==> src/hdl/cpyr_pkg.sv <==
package cpyr_pkg;

    // Frame size limits; larger register values saturate here
    localparam int MAX_WIDTH  = 4096;
    localparam int MAX_HEIGHT = 4096;

    // Widths of the frame-size registers, position counters and address
    localparam int DIM_W  = 13;
    localparam int CNT_W  = 12;
    localparam int ADDR_W = 24;

    // YUV to RGB fixed-point constants
    localparam int U_SCALE   = 14343;
    localparam int U_OFFSET  = 1828717;
    localparam int V_SCALE   = 20231;
    localparam int V_OFFSET  = 2579497;
    localparam int K_RV      = 290;
    localparam int K_GU      = 100;
    localparam int K_GV      = 148;
    localparam int K_BU      = 518;
    localparam int FRAC_BITS = 22;

    typedef enum logic [2:0] {
        FMT_UYV444 = 3'd0,
        FMT_UYVY   = 3'd1,
        FMT_YUYV   = 3'd2,
        FMT_Y411   = 3'd3,
        FMT_GRAY   = 3'd4,
        FMT_BGR3   = 3'd5,
        FMT_BGR4   = 3'd6,
        FMT_RGB4   = 3'd7
    } pix_fmt_t;

    // Configuration register indexes
    typedef enum logic [1:0] {
        REG_PIXEL_FORMAT = 2'd0,
        REG_FRAME_WIDTH  = 2'd1,
        REG_FRAME_HEIGHT = 2'd2,
        REG_UNUSED       = 2'd3
    } cfg_reg_t;

    typedef enum logic [2:0] {
        ST_IDLE   = 3'd0,
        ST_SELECT = 3'd1,
        ST_MULT   = 3'd2,
        ST_SUM    = 3'd3,
        ST_EMIT   = 3'd4
    } ctl_state_t;

    // Effective configuration, shared by controller and datapath
    typedef struct packed {
        pix_fmt_t           fmt;
        logic [DIM_W-1:0]   width;
        logic [DIM_W-1:0]   height;
        logic               clear;
    } cfg_t;

    // Controller to datapath commands
    typedef struct packed {
        logic       accept;
        logic [2:0] phase;
        logic       pix_idx;
        logic       select;
        logic       mult;
        logic       sum;
        logic       emit;
        logic       last;
    } ctl_cmd_t;

    // Datapath to controller status
    typedef struct packed {
        logic out_free;
    } dp_status_t;

    // Bytes per group for each format
    function automatic logic [2:0] group_len(input pix_fmt_t fmt);
        logic [2:0] len;
        unique case (fmt)
            FMT_UYV444: len = 3'd3;
            FMT_UYVY:   len = 3'd4;
            FMT_YUYV:   len = 3'd4;
            FMT_Y411:   len = 3'd6;
            FMT_GRAY:   len = 3'd1;
            FMT_BGR3:   len = 3'd3;
            FMT_BGR4:   len = 3'd4;
            FMT_RGB4:   len = 3'd4;
            default:    len = 3'd1;
        endcase
        return len;
    endfunction

    // Pixels produced by the byte at a given group phase
    function automatic logic [1:0] pix_count(input pix_fmt_t fmt, input logic [2:0] ph);
        logic [1:0] n;
        unique case (fmt)
            FMT_UYV444: n = (ph == 3'd2) ? 2'd1 : 2'd0;
            FMT_UYVY:   n = (ph == 3'd3) ? 2'd2 : 2'd0;
            FMT_YUYV:   n = (ph == 3'd3) ? 2'd2 : 2'd0;
            FMT_Y411:   n = (ph == 3'd3) ? 2'd2 : ((ph >= 3'd4) ? 2'd1 : 2'd0);
            FMT_GRAY:   n = 2'd1;
            FMT_BGR3:   n = (ph == 3'd2) ? 2'd1 : 2'd0;
            FMT_BGR4:   n = (ph == 3'd3) ? 2'd1 : 2'd0;
            FMT_RGB4:   n = (ph == 3'd3) ? 2'd1 : 2'd0;
            default:    n = 2'd0;
        endcase
        return n;
    endfunction

    // Saturate a small signed value to 0..255
    function automatic logic [7:0] clamp8(input logic signed [11:0] x);
        logic [7:0] c;
        if (x < 0)
            c = 8'd0;
        else if (x > 12'sd255)
            c = 8'd255;
        else
            c = x[7:0];
        return c;
    endfunction

endpackage

==> src/hdl/cpyr_ctrl.sv <==
module cpyr_ctrl
    import cpyr_pkg::*;
(
    input  logic       clk,
    input  logic       rst_n,
    input  cfg_t       cfg,
    input  logic       s_tvalid,
    output logic       s_tready,
    input  dp_status_t status,
    output ctl_cmd_t   cmd
);

    ctl_state_t state_reg, state_next;
    logic [2:0] phase_reg, phase_next;
    logic [2:0] byte_ph_reg, byte_ph_next;
    logic [1:0] npix_reg, npix_next;
    logic       pix_idx_reg, pix_idx_next;

    logic [2:0] glen;
    logic [2:0] eff_ph;
    logic [2:0] ph_inc;
    logic [1:0] npix_now;

    // Group position of the incoming byte
    always_comb
    begin
        glen     = group_len(cfg.fmt);
        eff_ph   = (phase_reg >= glen) ? 3'd0 : phase_reg;
        ph_inc   = eff_ph + 3'd1;
        npix_now = pix_count(cfg.fmt, eff_ph);
    end

    // Next state and commands
    always_comb
    begin
        state_next   = state_reg;
        phase_next   = phase_reg;
        byte_ph_next = byte_ph_reg;
        npix_next    = npix_reg;
        pix_idx_next = pix_idx_reg;
        s_tready     = 1'b0;
        cmd          = '0;
        cmd.phase    = byte_ph_reg;
        cmd.pix_idx  = pix_idx_reg;
        cmd.last     = (npix_reg == 2'd1) || pix_idx_reg;

        unique case (state_reg)
            ST_IDLE:
            begin
                s_tready  = 1'b1;
                cmd.phase = eff_ph;
                if (s_tvalid)
                begin
                    cmd.accept   = 1'b1;
                    byte_ph_next = eff_ph;
                    phase_next   = (ph_inc >= glen) ? 3'd0 : ph_inc;
                    npix_next    = npix_now;
                    pix_idx_next = 1'b0;
                    if (npix_now != 2'd0)
                        state_next = ST_SELECT;
                end
            end
            ST_SELECT:
            begin
                cmd.select = 1'b1;
                state_next = ST_MULT;
            end
            ST_MULT:
            begin
                cmd.mult   = 1'b1;
                state_next = ST_SUM;
            end
            ST_SUM:
            begin
                cmd.sum    = 1'b1;
                state_next = ST_EMIT;
            end
            ST_EMIT:
            begin
                if (status.out_free)
                begin
                    cmd.emit = 1'b1;
                    if (cmd.last)
                        state_next = ST_IDLE;
                    else
                    begin
                        pix_idx_next = 1'b1;
                        state_next   = ST_SELECT;
                    end
                end
            end
            default:
            begin
                state_next = ST_IDLE;
            end
        endcase

        // A write to register index 0-2 restarts the group
        if (cfg.clear)
            phase_next = 3'd0;
    end

    always_ff @(posedge clk or negedge rst_n)
    begin
        if (!rst_n)
        begin
            state_reg   <= ST_IDLE;
            phase_reg   <= 3'd0;
            byte_ph_reg <= 3'd0;
            npix_reg    <= 2'd0;
            pix_idx_reg <= 1'b0;
        end
        else
        begin
            state_reg   <= state_next;
            phase_reg   <= phase_next;
            byte_ph_reg <= byte_ph_next;
            npix_reg    <= npix_next;
            pix_idx_reg <= pix_idx_next;
        end
    end

endmodule

==> src/hdl/cpyr_datapath.sv <==
module cpyr_datapath
    import cpyr_pkg::*;
(
    input  logic        clk,
    input  logic        rst_n,
    input  cfg_t        cfg,
    input  ctl_cmd_t    cmd,
    input  logic [7:0]  s_tdata,
    output dp_status_t  status,
    output logic        m_tvalid,
    input  logic        m_tready,
    output logic [47:0] m_tdata,
    output logic [1:0]  m_tuser,
    output logic        m_tlast
);

    // Group byte store
    logic [7:0] byte_reg;
    logic [7:0] held_u_reg, held_v_reg, luma_a_reg, luma_b_reg;

    // Operand selection and conversion stages
    logic [7:0]              op0_reg, op1_reg, op2_reg;
    logic                    is_yuv_reg, single_reg;
    logic signed [24:0]      u2_reg, v2_reg;
    logic [ADDR_W-1:0]       base_reg;
    logic signed [33:0]      pr_reg, pgu_reg, pgv_reg, pb_reg;
    logic [7:0]              res_r_reg, res_g_reg, res_b_reg;
    logic [ADDR_W-1:0]       addr_reg;

    // Frame position
    logic [CNT_W-1:0]        col_reg, row_reg;

    // Output register
    logic                    out_valid_reg;
    logic [47:0]             out_data_reg;
    logic [1:0]              out_user_reg;
    logic                    out_last_reg;

    logic [7:0]              sel_y, sel_u, sel_v;
    logic                    sel_yuv, sel_single;
    logic [21:0]             uprod;
    logic [22:0]             vprod;
    logic signed [24:0]      u2_next, v2_next;
    logic [CNT_W-1:0]        h_last, w_last, row_sel;
    logic [2*DIM_W-2:0]      base_full;
    logic signed [34:0]      g_sum;
    logic signed [11:0]      r_off, g_off, b_off, y_ext;
    logic signed [11:0]      r_val, g_val, b_val;
    logic                    eof;

    // Pick the three bytes for the current pixel
    always_comb
    begin
        sel_y      = byte_reg;
        sel_u      = held_u_reg;
        sel_v      = held_v_reg;
        sel_yuv    = 1'b1;
        sel_single = 1'b0;
        unique case (cfg.fmt)
            FMT_UYV444:
            begin
                sel_y = luma_a_reg;
                sel_v = byte_reg;
            end
            FMT_UYVY:
            begin
                sel_y = cmd.pix_idx ? byte_reg : luma_a_reg;
            end
            FMT_YUYV:
            begin
                sel_y = cmd.pix_idx ? luma_b_reg : luma_a_reg;
                sel_v = byte_reg;
            end
            FMT_Y411:
            begin
                if (cmd.phase == 3'd3)
                    sel_y = cmd.pix_idx ? luma_b_reg : luma_a_reg;
                else
                    sel_y = byte_reg;
            end
            FMT_GRAY:
            begin
                sel_y      = byte_reg;
                sel_u      = 8'd0;
                sel_v      = 8'd0;
                sel_yuv    = 1'b0;
                sel_single = 1'b1;
            end
            FMT_BGR3:
            begin
                sel_y   = byte_reg;
                sel_u   = held_v_reg;
                sel_v   = held_u_reg;
                sel_yuv = 1'b0;
            end
            FMT_BGR4:
            begin
                sel_y   = luma_a_reg;
                sel_u   = held_v_reg;
                sel_v   = held_u_reg;
                sel_yuv = 1'b0;
            end
            FMT_RGB4:
            begin
                sel_y   = held_u_reg;
                sel_u   = held_v_reg;
                sel_v   = luma_a_reg;
                sel_yuv = 1'b0;
            end
            default:
            begin
                sel_yuv = 1'b0;
            end
        endcase
    end

    // Chroma offsets and row base address
    always_comb
    begin
        uprod   = 22'(sel_u) * 22'(U_SCALE);
        vprod   = 23'(sel_v) * 23'(V_SCALE);
        u2_next = $signed({3'b000, uprod}) - 25'(U_OFFSET);
        v2_next = $signed({2'b00, vprod}) - 25'(V_OFFSET);
        h_last  = CNT_W'(cfg.height - 13'd1);
        w_last  = CNT_W'(cfg.width - 13'd1);
        row_sel = (cfg.fmt == FMT_UYVY) ? (h_last - row_reg) : row_reg;
        base_full = (2*DIM_W-1)'(row_sel) * (2*DIM_W-1)'(cfg.width);
    end

    // Floor shift, add luma, saturate
    always_comb
    begin
        g_sum = 35'(pgu_reg) + 35'(pgv_reg);
        r_off = 12'(pr_reg >>> FRAC_BITS);
        g_off = 12'(g_sum >>> FRAC_BITS);
        b_off = 12'(pb_reg >>> FRAC_BITS);
        y_ext = $signed({4'b0000, op0_reg});
        r_val = y_ext + r_off;
        g_val = y_ext - g_off;
        b_val = y_ext + b_off;
        eof   = (row_reg == h_last) && (col_reg == w_last);
    end

    // Store bytes of the group as they arrive
    always_ff @(posedge clk or negedge rst_n)
    begin
        if (!rst_n)
        begin
            byte_reg   <= 8'd0;
            held_u_reg <= 8'd0;
            held_v_reg <= 8'd0;
            luma_a_reg <= 8'd0;
            luma_b_reg <= 8'd0;
        end
        else if (cmd.accept)
        begin
            byte_reg <= s_tdata;
            unique case (cfg.fmt)
                FMT_UYV444, FMT_UYVY, FMT_Y411:
                begin
                    if (cmd.phase == 3'd0)
                        held_u_reg <= s_tdata;
                    else if (cmd.phase == 3'd1)
                        luma_a_reg <= s_tdata;
                    else if (cmd.phase == 3'd2)
                    begin
                        if (cfg.fmt == FMT_UYVY)
                            held_v_reg <= s_tdata;
                        else if (cfg.fmt == FMT_Y411)
                            luma_b_reg <= s_tdata;
                    end
                    else if (cmd.phase == 3'd3 && cfg.fmt == FMT_Y411)
                        held_v_reg <= s_tdata;
                end
                FMT_YUYV:
                begin
                    if (cmd.phase == 3'd0)
                        luma_a_reg <= s_tdata;
                    else if (cmd.phase == 3'd1)
                        held_u_reg <= s_tdata;
                    else if (cmd.phase == 3'd2)
                        luma_b_reg <= s_tdata;
                end
                FMT_BGR3, FMT_BGR4, FMT_RGB4:
                begin
                    if (cmd.phase == 3'd0)
                        held_u_reg <= s_tdata;
                    else if (cmd.phase == 3'd1)
                        held_v_reg <= s_tdata;
                    else if (cmd.phase == 3'd2 && cfg.fmt != FMT_BGR3)
                        luma_a_reg <= s_tdata;
                end
                default:
                begin
                end
            endcase
        end
    end

    // Conversion stages
    always_ff @(posedge clk)
    begin
        if (cmd.select)
        begin
            op0_reg    <= sel_y;
            op1_reg    <= sel_u;
            op2_reg    <= sel_v;
            is_yuv_reg <= sel_yuv;
            single_reg <= sel_single;
            u2_reg     <= u2_next;
            v2_reg     <= v2_next;
            base_reg   <= base_full[ADDR_W-1:0];
        end
        if (cmd.mult)
        begin
            pr_reg  <= 34'(v2_reg) * 34'(K_RV);
            pgu_reg <= 34'(u2_reg) * 34'(K_GU);
            pgv_reg <= 34'(v2_reg) * 34'(K_GV);
            pb_reg  <= 34'(u2_reg) * 34'(K_BU);
        end
        if (cmd.sum)
        begin
            res_r_reg <= is_yuv_reg ? clamp8(r_val) : op0_reg;
            res_g_reg <= is_yuv_reg ? clamp8(g_val) : op1_reg;
            res_b_reg <= is_yuv_reg ? clamp8(b_val) : op2_reg;
            addr_reg  <= base_reg + ADDR_W'(col_reg);
        end
    end

    // Frame position counters
    always_ff @(posedge clk or negedge rst_n)
    begin
        if (!rst_n)
        begin
            col_reg <= '0;
            row_reg <= '0;
        end
        else if (cfg.clear)
        begin
            col_reg <= '0;
            row_reg <= '0;
        end
        else if (cmd.emit)
        begin
            if (eof)
            begin
                col_reg <= '0;
                row_reg <= '0;
            end
            else if (col_reg == w_last)
            begin
                col_reg <= '0;
                row_reg <= row_reg + 1'b1;
            end
            else
                col_reg <= col_reg + 1'b1;
        end
    end

    // Output register
    always_ff @(posedge clk or negedge rst_n)
    begin
        if (!rst_n)
            out_valid_reg <= 1'b0;
        else if (cmd.emit)
            out_valid_reg <= 1'b1;
        else if (m_tready)
            out_valid_reg <= 1'b0;
    end

    always_ff @(posedge clk)
    begin
        if (cmd.emit)
        begin
            out_data_reg <= {addr_reg, res_b_reg, res_g_reg, res_r_reg};
            out_user_reg <= {cmd.last, single_reg};
            out_last_reg <= eof;
        end
    end

    assign status.out_free = !out_valid_reg || m_tready;
    assign m_tvalid = out_valid_reg;
    assign m_tdata  = out_data_reg;
    assign m_tuser  = out_user_reg;
    assign m_tlast  = out_last_reg;

endmodule

==> src/hdl/camera_pixel_unpack_yuv_to_rgb_top.sv <==
// Camera byte unpacker with YUV to RGB conversion.
//
// Slave stream: one raw camera byte per item on s_tdata. The pixel format and
// frame size come from the write port (cfg_we, cfg_index, cfg_data); writes
// to index 0-2 restart byte group and frame position. Write only while idle.
// Master stream: one pixel per item; tdata holds red, green, blue and the
// 24-bit frame address, tuser holds single_plane and last_in_run, tlast marks
// the last pixel of a frame.
// Sequence: a byte that completes no pixel is taken while staying in idle. A
// byte that yields pixels sends each pixel through select, multiply, sum and
// output load, then returns to idle before the next byte is taken. The first
// pixel is valid once its byte has passed these steps. The per-pixel sequence
// through the shared multiply and sum stages sets the byte rate.
// A finished pixel sits in the output register; the next byte is accepted
// while it waits. If the receiver stalls, the sequencer holds in its output
// step until the register frees, and no input is taken meanwhile.
// Reset (rst_n low, asynchronous): format UYV444, 640 x 480, group and frame
// position cleared, output empty.
module camera_pixel_unpack_yuv_to_rgb_top
    import cpyr_pkg::*;
(
    input  logic        clk,
    input  logic        rst_n,
    // Configuration write port
    input  logic        cfg_we,
    input  logic [1:0]  cfg_index,
    input  logic [12:0] cfg_data,
    // Input stream
    input  logic        s_tvalid,
    output logic        s_tready,
    input  logic [7:0]  s_tdata,    // [7:0] raw_byte
    // Output stream
    output logic        m_tvalid,
    input  logic        m_tready,
    output logic [47:0] m_tdata,    // [7:0] red, [15:8] green, [23:16] blue,
                                    // [47:24] pixel_address
    output logic [1:0]  m_tuser,    // [0] single_plane, [1] last_in_run
    output logic        m_tlast     // end_of_frame
);

    pix_fmt_t         fmt_reg;
    logic [DIM_W-1:0] width_reg;
    logic [DIM_W-1:0] height_reg;

    cfg_t       cfg;
    ctl_cmd_t   cmd;
    dp_status_t status;

    // Configuration registers
    always_ff @(posedge clk or negedge rst_n)
    begin
        if (!rst_n)
        begin
            fmt_reg    <= FMT_UYV444;
            width_reg  <= 13'd640;
            height_reg <= 13'd480;
        end
        else if (cfg_we)
        begin
            if (cfg_index == REG_PIXEL_FORMAT)
                fmt_reg <= pix_fmt_t'(cfg_data[2:0]);
            else if (cfg_index == REG_FRAME_WIDTH)
                width_reg <= cfg_data;
            else if (cfg_index == REG_FRAME_HEIGHT)
                height_reg <= cfg_data;
        end
    end

    // Saturated frame size and restart strobe
    always_comb
    begin
        cfg.fmt = fmt_reg;
        if (width_reg == '0)
            cfg.width = DIM_W'(1);
        else if (width_reg > DIM_W'(MAX_WIDTH))
            cfg.width = DIM_W'(MAX_WIDTH);
        else
            cfg.width = width_reg;
        if (height_reg == '0)
            cfg.height = DIM_W'(1);
        else if (height_reg > DIM_W'(MAX_HEIGHT))
            cfg.height = DIM_W'(MAX_HEIGHT);
        else
            cfg.height = height_reg;
        cfg.clear = cfg_we && (cfg_index != REG_UNUSED);
    end

    cpyr_ctrl u_ctrl (
        .clk      (clk),
        .rst_n    (rst_n),
        .cfg      (cfg),
        .s_tvalid (s_tvalid),
        .s_tready (s_tready),
        .status   (status),
        .cmd      (cmd)
    );

    cpyr_datapath u_datapath (
        .clk      (clk),
        .rst_n    (rst_n),
        .cfg      (cfg),
        .cmd      (cmd),
        .s_tdata  (s_tdata),
        .status   (status),
        .m_tvalid (m_tvalid),
        .m_tready (m_tready),
        .m_tdata  (m_tdata),
        .m_tuser  (m_tuser),
        .m_tlast  (m_tlast)
    );

endmodule

==> config.mk <==
export PLATFORM = sky130hd
export DESIGN_NAME = camera_pixel_unpack_yuv_to_rgb_top
export DESIGN_NICKNAME = d
export VERILOG_FILES = /design/src/hdl/cpyr_pkg.sv /design/src/hdl/cpyr_ctrl.sv /design/src/hdl/cpyr_datapath.sv /design/src/hdl/camera_pixel_unpack_yuv_to_rgb_top.sv
export SDC_FILE = /design/constraint.sdc
export NUM_CORES = 2
export LEC_CHECK = 0
export BUFFER_PORTS_ARGS = -buffer_cell sky130_fd_sc_hd__buf_4
export CORE_ASPECT_RATIO = 0.8
export CORE_MARGIN = 3
export CORE_UTILIZATION = 40
export CTS_BUF_LIST = sky130_fd_sc_hd__clkbuf_2 sky130_fd_sc_hd__clkbuf_4 sky130_fd_sc_hd__clkbuf_8
export DETAILED_ROUTE_END_ITERATION = 7
export GPL_TIMING_DRIVEN = 0
export PLACE_DENSITY = 0.51
export SLEW_MARGIN = 40
export SYNTH_ARGS = -nofsm -noshare
export SYNTH_HDL_FRONTEND = slang
export SYNTH_SLANG_ARGS = --single-unit
==> constraint.sdc <==
create_clock -name clk -period 23 [get_ports clk]
set_clock_uncertainty 0.1 [all_clocks]
set_input_delay 1.15 -clock clk [delete_from_list [all_inputs] [get_ports clk]]
set_output_delay 1.15 -clock clk [all_outputs]
set_load 0.01 [all_outputs]
### Yosys cells after proc, flatten, opt, wreduce, memory -nomap -nowiden

Memory sizes are Yosys's and may differ from the RTL's.
Cells that the tools add are included.
Widths: inputs -> output; s select.

| word-level totals | value |
|---|---|
| register bits after elaboration | 429 |
| input port bits | 28 |
| memories | 1 |
| ROM bits | 24 |
| logic and storage cells | 244 |
| output and inout bits | 53 |

| operators by class | value |
|---|---|
| eq/ne operators | 45 |
| muxes and demuxes | 83 |
| $mul | 7 |
| $lt $le $gt $ge | 11 |
| reduce and logical (&&, ||, !) cells | 47 |
| add/subtract/negate cells | 13 |
| bitwise operators | 2 |

Memories:

| name | words | width | rd ports | clocked after Yosys merged registers in | write ports | RTL line | text |
|---|---|---|---|---|---|---|---|
| (no name shown) | 8 | 3 | 1 | 0 | 0 | cpyr_pkg.sv:78 | `unique case (fmt)` |

Operator list:

| cell | number |
|---|---|
| $mux 8 | 31 |
| $mux 12 | 11 |
| $pmux 8 s2 | 4 |
| $pmux 8 s6 | 1 |
| $gt 12x9->1 const B | 3 |
| $lt 12x1->1 const B | 3 |
| $add 31x34->34 | 1 |
| $mul 23x10->33 const B | 1 |
| $mul 24x9->33 const B | 1 |
| $pmux 8 s4 | 1 |
| $mul 24x7->31 const B | 1 |
| $mul 23x6->29 const B | 1 |
| $gt 13x13->1 const B | 2 |
| $logic_not 13->1 | 2 |
| $mux 13 | 2 |
| $add 12x1->12 const B | 2 |
| $add 24x12->24 | 1 |
| $add 9x12->12 | 2 |
| $eq 12x12->1 | 2 |
| $eq 3x2->1 const B | 8 |
| $mul 12x13->24 | 1 |
| $mux 3 | 8 |
| $ne 2x2->1 const B | 12 |
| $pmux 8 s3 | 1 |
| 41 further kinds | 106 |

### Depth between registers and ports, before layout

An unclocked memory read counts as a cell.

| depth | value |
|---|---|
| word-level depth | 11 |
| depth in mapped cells | 40 |
| gate-level depth less buffers | 40 |

### By module

A second synthesis with hierarchy kept.

| second synthesis, totals | value |
|---|---|
| cells, all modules | 3,727 |
| area, all modules | 36,754.0 um2 |

By module, submodules not included:

| module | seq. area each (um2) | cells each | area each (um2) | instances |
|---|---|---|---|---|
| cpyr_datapath | 10,004.6 | 3,503 | 34,182.8 | 1 |
| camera_pixel_unpack_yuv_to_rgb_top | 733.2 | 100 | 1,435.1 | 1 |
| cpyr_ctrl | 300.3 | 124 | 1,136.1 | 1 |

### Worst setup path after synthesis

OpenSTA, ideal clock, no wires.

| timing | value |
|---|---|
| path kind | reg-to-reg |
| start point | register height_reg[4] |
| end point | register u_datapath.base_reg[23], data pin |
| data required time | 22,639 ps |
| stages on the path, launching flop included | 40 |
| period minus slack after synthesis | 8,510 ps |
| path buffers | 0 |
| setup time | 261 ps |
| data arrival time | 8,149 ps |
| setup slack | 14,490 ps |
| path through | dfrtp_1 > or3_4 > nor4_4 > nand2_2 > nor2_1 > nor2_1 > nor2_1 > inv_1 > ha_1 > o21ai_1 > nor2_1 > nand3_1 > o21ai_0 > a21oi_1 > ha_1 > a21o_1 > a221oi_1 > o21bai_1 > (+4 left out) > fa_1 > inv_1 > fa_1 > inv_1 > fa_1 > fa_1 > inv_1 > fa_1 > inv_1 > ha_1 > and2_1 > a31oi_1 > o211ai_1 > o311a_1 > a41oi_1 > a211o_1 > o21ai_0 > xnor2_1 |

| on the way | value |
|---|---|
| word-level cells in the longest chain between the ends | 7 |
| elaborated cells on any way between the ends | 8 |
| classes of those cells | 2 x add/sub; 1 x mul; 1 x order compare; 3 x mux; 1 x reduce/logical |

RTL lines:

| what | RTL line | text |
|---|---|---|
| start: declaration | camera_pixel_unpack_yuv_to_rgb_top.sv:43 | `logic [DIM_W-1:0] height_reg;` |
| start signal: assignment | camera_pixel_unpack_yuv_to_rgb_top.sv:65 | `height_reg <= cfg_data;` |
| $gt 13x13->1 | camera_pixel_unpack_yuv_to_rgb_top.sv:81 | `else if (height_reg > DIM_W'(MAX_HEIGHT))` |
| $mux 12 | camera_pixel_unpack_yuv_to_rgb_top.sv:81 |  |
| $mux 12 * | camera_pixel_unpack_yuv_to_rgb_top.sv:79 | `if (height_reg == '0)` |
| $sub 12x1->12 * | cpyr_datapath.sv:124 | `h_last = CNT_W'(cfg.height - 13'd1);` |
| $sub 12x12->12 * | cpyr_datapath.sv:126 | `row_sel = (cfg.fmt == FMT_UYVY) ? (h_last - row_reg) : row_reg;` |
| $mux 12 * | cpyr_datapath.sv:126 |  |
| $mul 12x13->24 * | cpyr_datapath.sv:127 | `base_full = (2*DIM_W-1)'(row_sel) * (2*DIM_W-1)'(cfg.width);` |
| named net u_datapath.base_full[23] | cpyr_datapath.sv:45 | `logic [2*DIM_W-2:0] base_full;` |
| end signal: assignment | cpyr_datapath.sv:212 | `base_reg <= base_full[ADDR_W-1:0];` |
| end: declaration | cpyr_datapath.sv:25 | `logic [ADDR_W-1:0] base_reg;` |

The timed path passes the listed nets; every way through them passes the cells marked *.
A chain may end at the register's enable or synchronous reset.

### Worst setup path in the final report

Same ends and word-level chain as after synthesis.

==> impl_metrics.csv <==
group,metric,value,unit
detailed_routing,drc,0,
setup_path,r2r_cells,36,
yosys,synthCells,3673,
global_routing,grt_pass1_wl,144000,µm
global_routing,grt_overflow_total,0,
clock_network,clock_sinks,385,
sta,hold_viol,0,
layout,final_cells,5114,
setup_path,crit_fanout,10,
layout,largest_register_ffs,48,
floorplan,io_pins,81,
sta,finalSetupViolCount,0,
clock_network,clk_pin_slew,60,ps
clock_network,postCtsSetupBuffers,0,
detailed_routing,drtAntennaViolNets,0,
sta,setup_tns,0,ps
sta,finalMaxSlewViolations,0,
layout,layout_commonest_cell,"inv_1",
floorplan,dieArea,94400,µm²
yosys,synth_seq_cells,385,
clock_network,cts_resized,0,
yosys,yosys_warnings,0,
setup_path,slowest_stage,"o21ai_1",
yosys,yosysUniqueCellTypes,95,
detailed_routing,routed_via_density,5.00,
layout,syn_to_final_growth,11.2,%
yosys,synth_xor_area_share,4.78,%
sta,fmax,93.9,MHz
yosys,synth.area.top_cells,"edfxtp_1, ha_1, fa_1",
setup_path,cpPeakStageDelay,590,ps
yosys,avgSynthCellArea,9.88,µm²
global_routing,grt_use_total,19.5,%
floorplan,die_y,275,µm
setup_path,end_kind,"flop",
job,cap_violations,0,
yosys,synth_seq_area_share,30.4,%
detailed_routing,wl,90300,µm
yosys,synth_top_area_share,23.1,%
floorplan,dieWidth,343,µm
global_routing,grt_pass1_vias,25222,
yosys,synth_top_area_cell,"edfxtp_1",
clock_network,holdBufCountCts,0,
clock_network,cts_root_buf,"clkbuf_8",
yosys,synthArstFlopShare,27.5,%
floorplan,start_util,40.5,%
yosys,synthAdderAreaFrac,31.4,%
yosys,synth_compound_area_share,11.5,%
setup_path,crit_buf_inv,6,
sta,finalCritPeriodShare,46.3,%
setup_path,r2r-start,"height_reg[4]$_DFFE_PN0P_",
global_routing,grt_max_degree,107,
placed_design,place.gp.congestion,0.875,
status,status,"finished, final reports clean",
floorplan,core,89600,µm²
sta,period_needed,10650,ps
layout,layout-drive-gt1-share,9.94,%
floorplan,rows,98,
detailed_routing,firstDrtPassIters,6,
clock_network,cts_tree,"built",
setup_path,crit_required,23330,ps
clock_network,cts_max_level,3,
detailed_routing,vias,25568,
global_routing,antenna_found_initial,4,
layout,fin_nets,4659,
detailed_routing,drt_iter0_drc,1930,
yosys,synth_top_family_by_area,"adder cells",
yosys,synth_area,36300,µm²
yosys,syn-num-nets,4471,
clock_network,clkLatencyLatePin,690,ps
sta,rsz0062_at_grt,"no",
min_path,hold_path.class,"in2async",
detailed_routing,wl_per_cell,17.7,µm
sta,tightestPinTransition,896,ps
yosys,synth_edf_count,279,
setup_path,reg2reg_to,"u_datapath.base_reg[23]$_DFFE_PP_",
clock_network,cts_buffer_depth,3,
setup_path,cpLargestDelayFamily,"adder cells",
clock_network,cts_buffers,71,
layout,fillers,8688,
sta,slew_headroom,40.3,%
setup_path,worstSetupPathType,"reg2reg",
layout,most-common-layout-cells,"inv_1, ha_1, nand2_1",
placed_design,io_buffers,80,
yosys,yosys.area_share.simple,11.2,%
yosys,synth_flop_cell,"edfxtp_1",
yosys,synth_mux_area_share,2.82,%
layout,utilization,45.0,%
setup_path,arrival,10980,ps
placed_design,placed_cells,4987,
setup_path,r2r_slack,12350,ps
setup_path,worstSetupStartpointType,"flop",
placed_design,dp_hpwl,73200,µm
==> kinds of logic (layout without fill, tap and decap cells) <==
kind of cell    count (synthesis)  count (layout)
flops                         385             385
compound gates                623             623
xor+xnor                      198             198
simple gates                  848             848
other cells                     0               1
mux                            93              93
buf+inv                       756             996
fa+ha+maj                     770             770
==> through the flow <==
stage               hold WS (ps)  cell area, µm²  setup slack [ps]
finish                       285           40400             12350
global route                 277           40400             11990
CTS                          302           40300             12720
detailed placement           305           38800             12680
global placement             302           38400             10350
floorplan                    300           36300             14490
==> synthesized netlist by cell type, types with 8 or more instances <==
master and instances:
a31o_2 8, a222oi_1 9, nor3_1 72, nor4_1 9, a2111oi_0 8, nand3_1 57, a22oi_1 33, nand2b_1 24
o21a_1 40, or2_2 15, a21o_1 62, a21oi_1 158, xnor2_1 150, o21bai_1 19, ha_1 534, inv_1 693
o21ai_0 112, nand2_1 280, o211ai_1 20, nor3b_1 8, a21boi_0 11, nor2b_1 44, o31ai_1 9, fa_1 236
nand4_1 14, a211oi_1 25, dfrtp_1 100, edfxtp_1 279, o21ai_1 8, and2_1 32, a31oi_1 16, nor2_1 209
xor2_1 48, or3_1 15, and3_1 27, mux2i_1 20, clkbuf_1 49, mux2_2 73
==> routing by layer <==
| metal | track usage, % | routed length [µm] | vias up | share of wire, % |
|---|---|---|---|---|
| met4 | 4.69 | 1870 | 0 | 2.1 |
| met2 | 26.2 | 34400 | 539 | 38 |
| met5 | 0 | 0 | - | 0 |
| li1 | - | - | 12871 | - |
| met1 | 31.9 | 49200 | 12063 | 55 |
| met3 | 2.81 | 4820 | 95 | 5.3 |
==> how the worst max path moves through the flow <==
stage | from | to | cells after the start
final | height_reg[4]$_DFFE_PN0P_ | u_datapath.base_reg[23]$_DFFE_PP_ | 36
after global routing | height_reg[4]$_DFFE_PN0P_ | u_datapath.base_reg[23]$_DFFE_PP_ | 36
after CTS | height_reg[4]$_DFFE_PN0P_ | u_datapath.base_reg[23]$_DFFE_PP_ | 36
after detailed placement | height_reg[4]$_DFFE_PN0P_ | u_datapath.base_reg[23]$_DFFE_PP_ | 36
after global placement | u_ctrl.state_reg[2]$_DFFE_PN0P_ | u_ctrl.state_reg[1]$_DFFE_PN0P_ | 2
after floorplan | height_reg[4]$_DFFE_PN0P_ | u_datapath.base_reg[23]$_DFFE_PP_ | 39
==> cell type report <==
| cell class | count | area, µm² | share of cell area (%) |
|---|---|---|---|
| Buffer | 62 | 272 | 0.673 |
| Multi-Input combinational cell | 2532 | 22500 | 55.7 |
| Tap cell | 1200 | 1500 | 3.72 |
| Clock buffer | 94 | 1170 | 2.91 |
| Antenna cell | 1 | 2.50 | 0.00620 |
| Clock inverter | 31 | 347 | 0.859 |
| Timing Repair Buffer | 115 | 918 | 2.28 |
| Sequential cell | 385 | 11000 | 27.4 |
| Inverter | 694 | 2610 | 6.46 |
==> worst register-to-register path, delay by kind of cell, from the launching register on <==
family,cells,cell delay (ps)
AND/OR/NAND/NOR,10,2230
buffers and inverters,6,840
XOR/XNOR,2,570
adder cells (fa/ha/maj),8,3360
flip-flops,1,430
AO/OA/AOI/OAI,10,2880
Power is not shown: default switching activity piles up to over one toggle a cycle in this logic, so the estimate is an artifact.
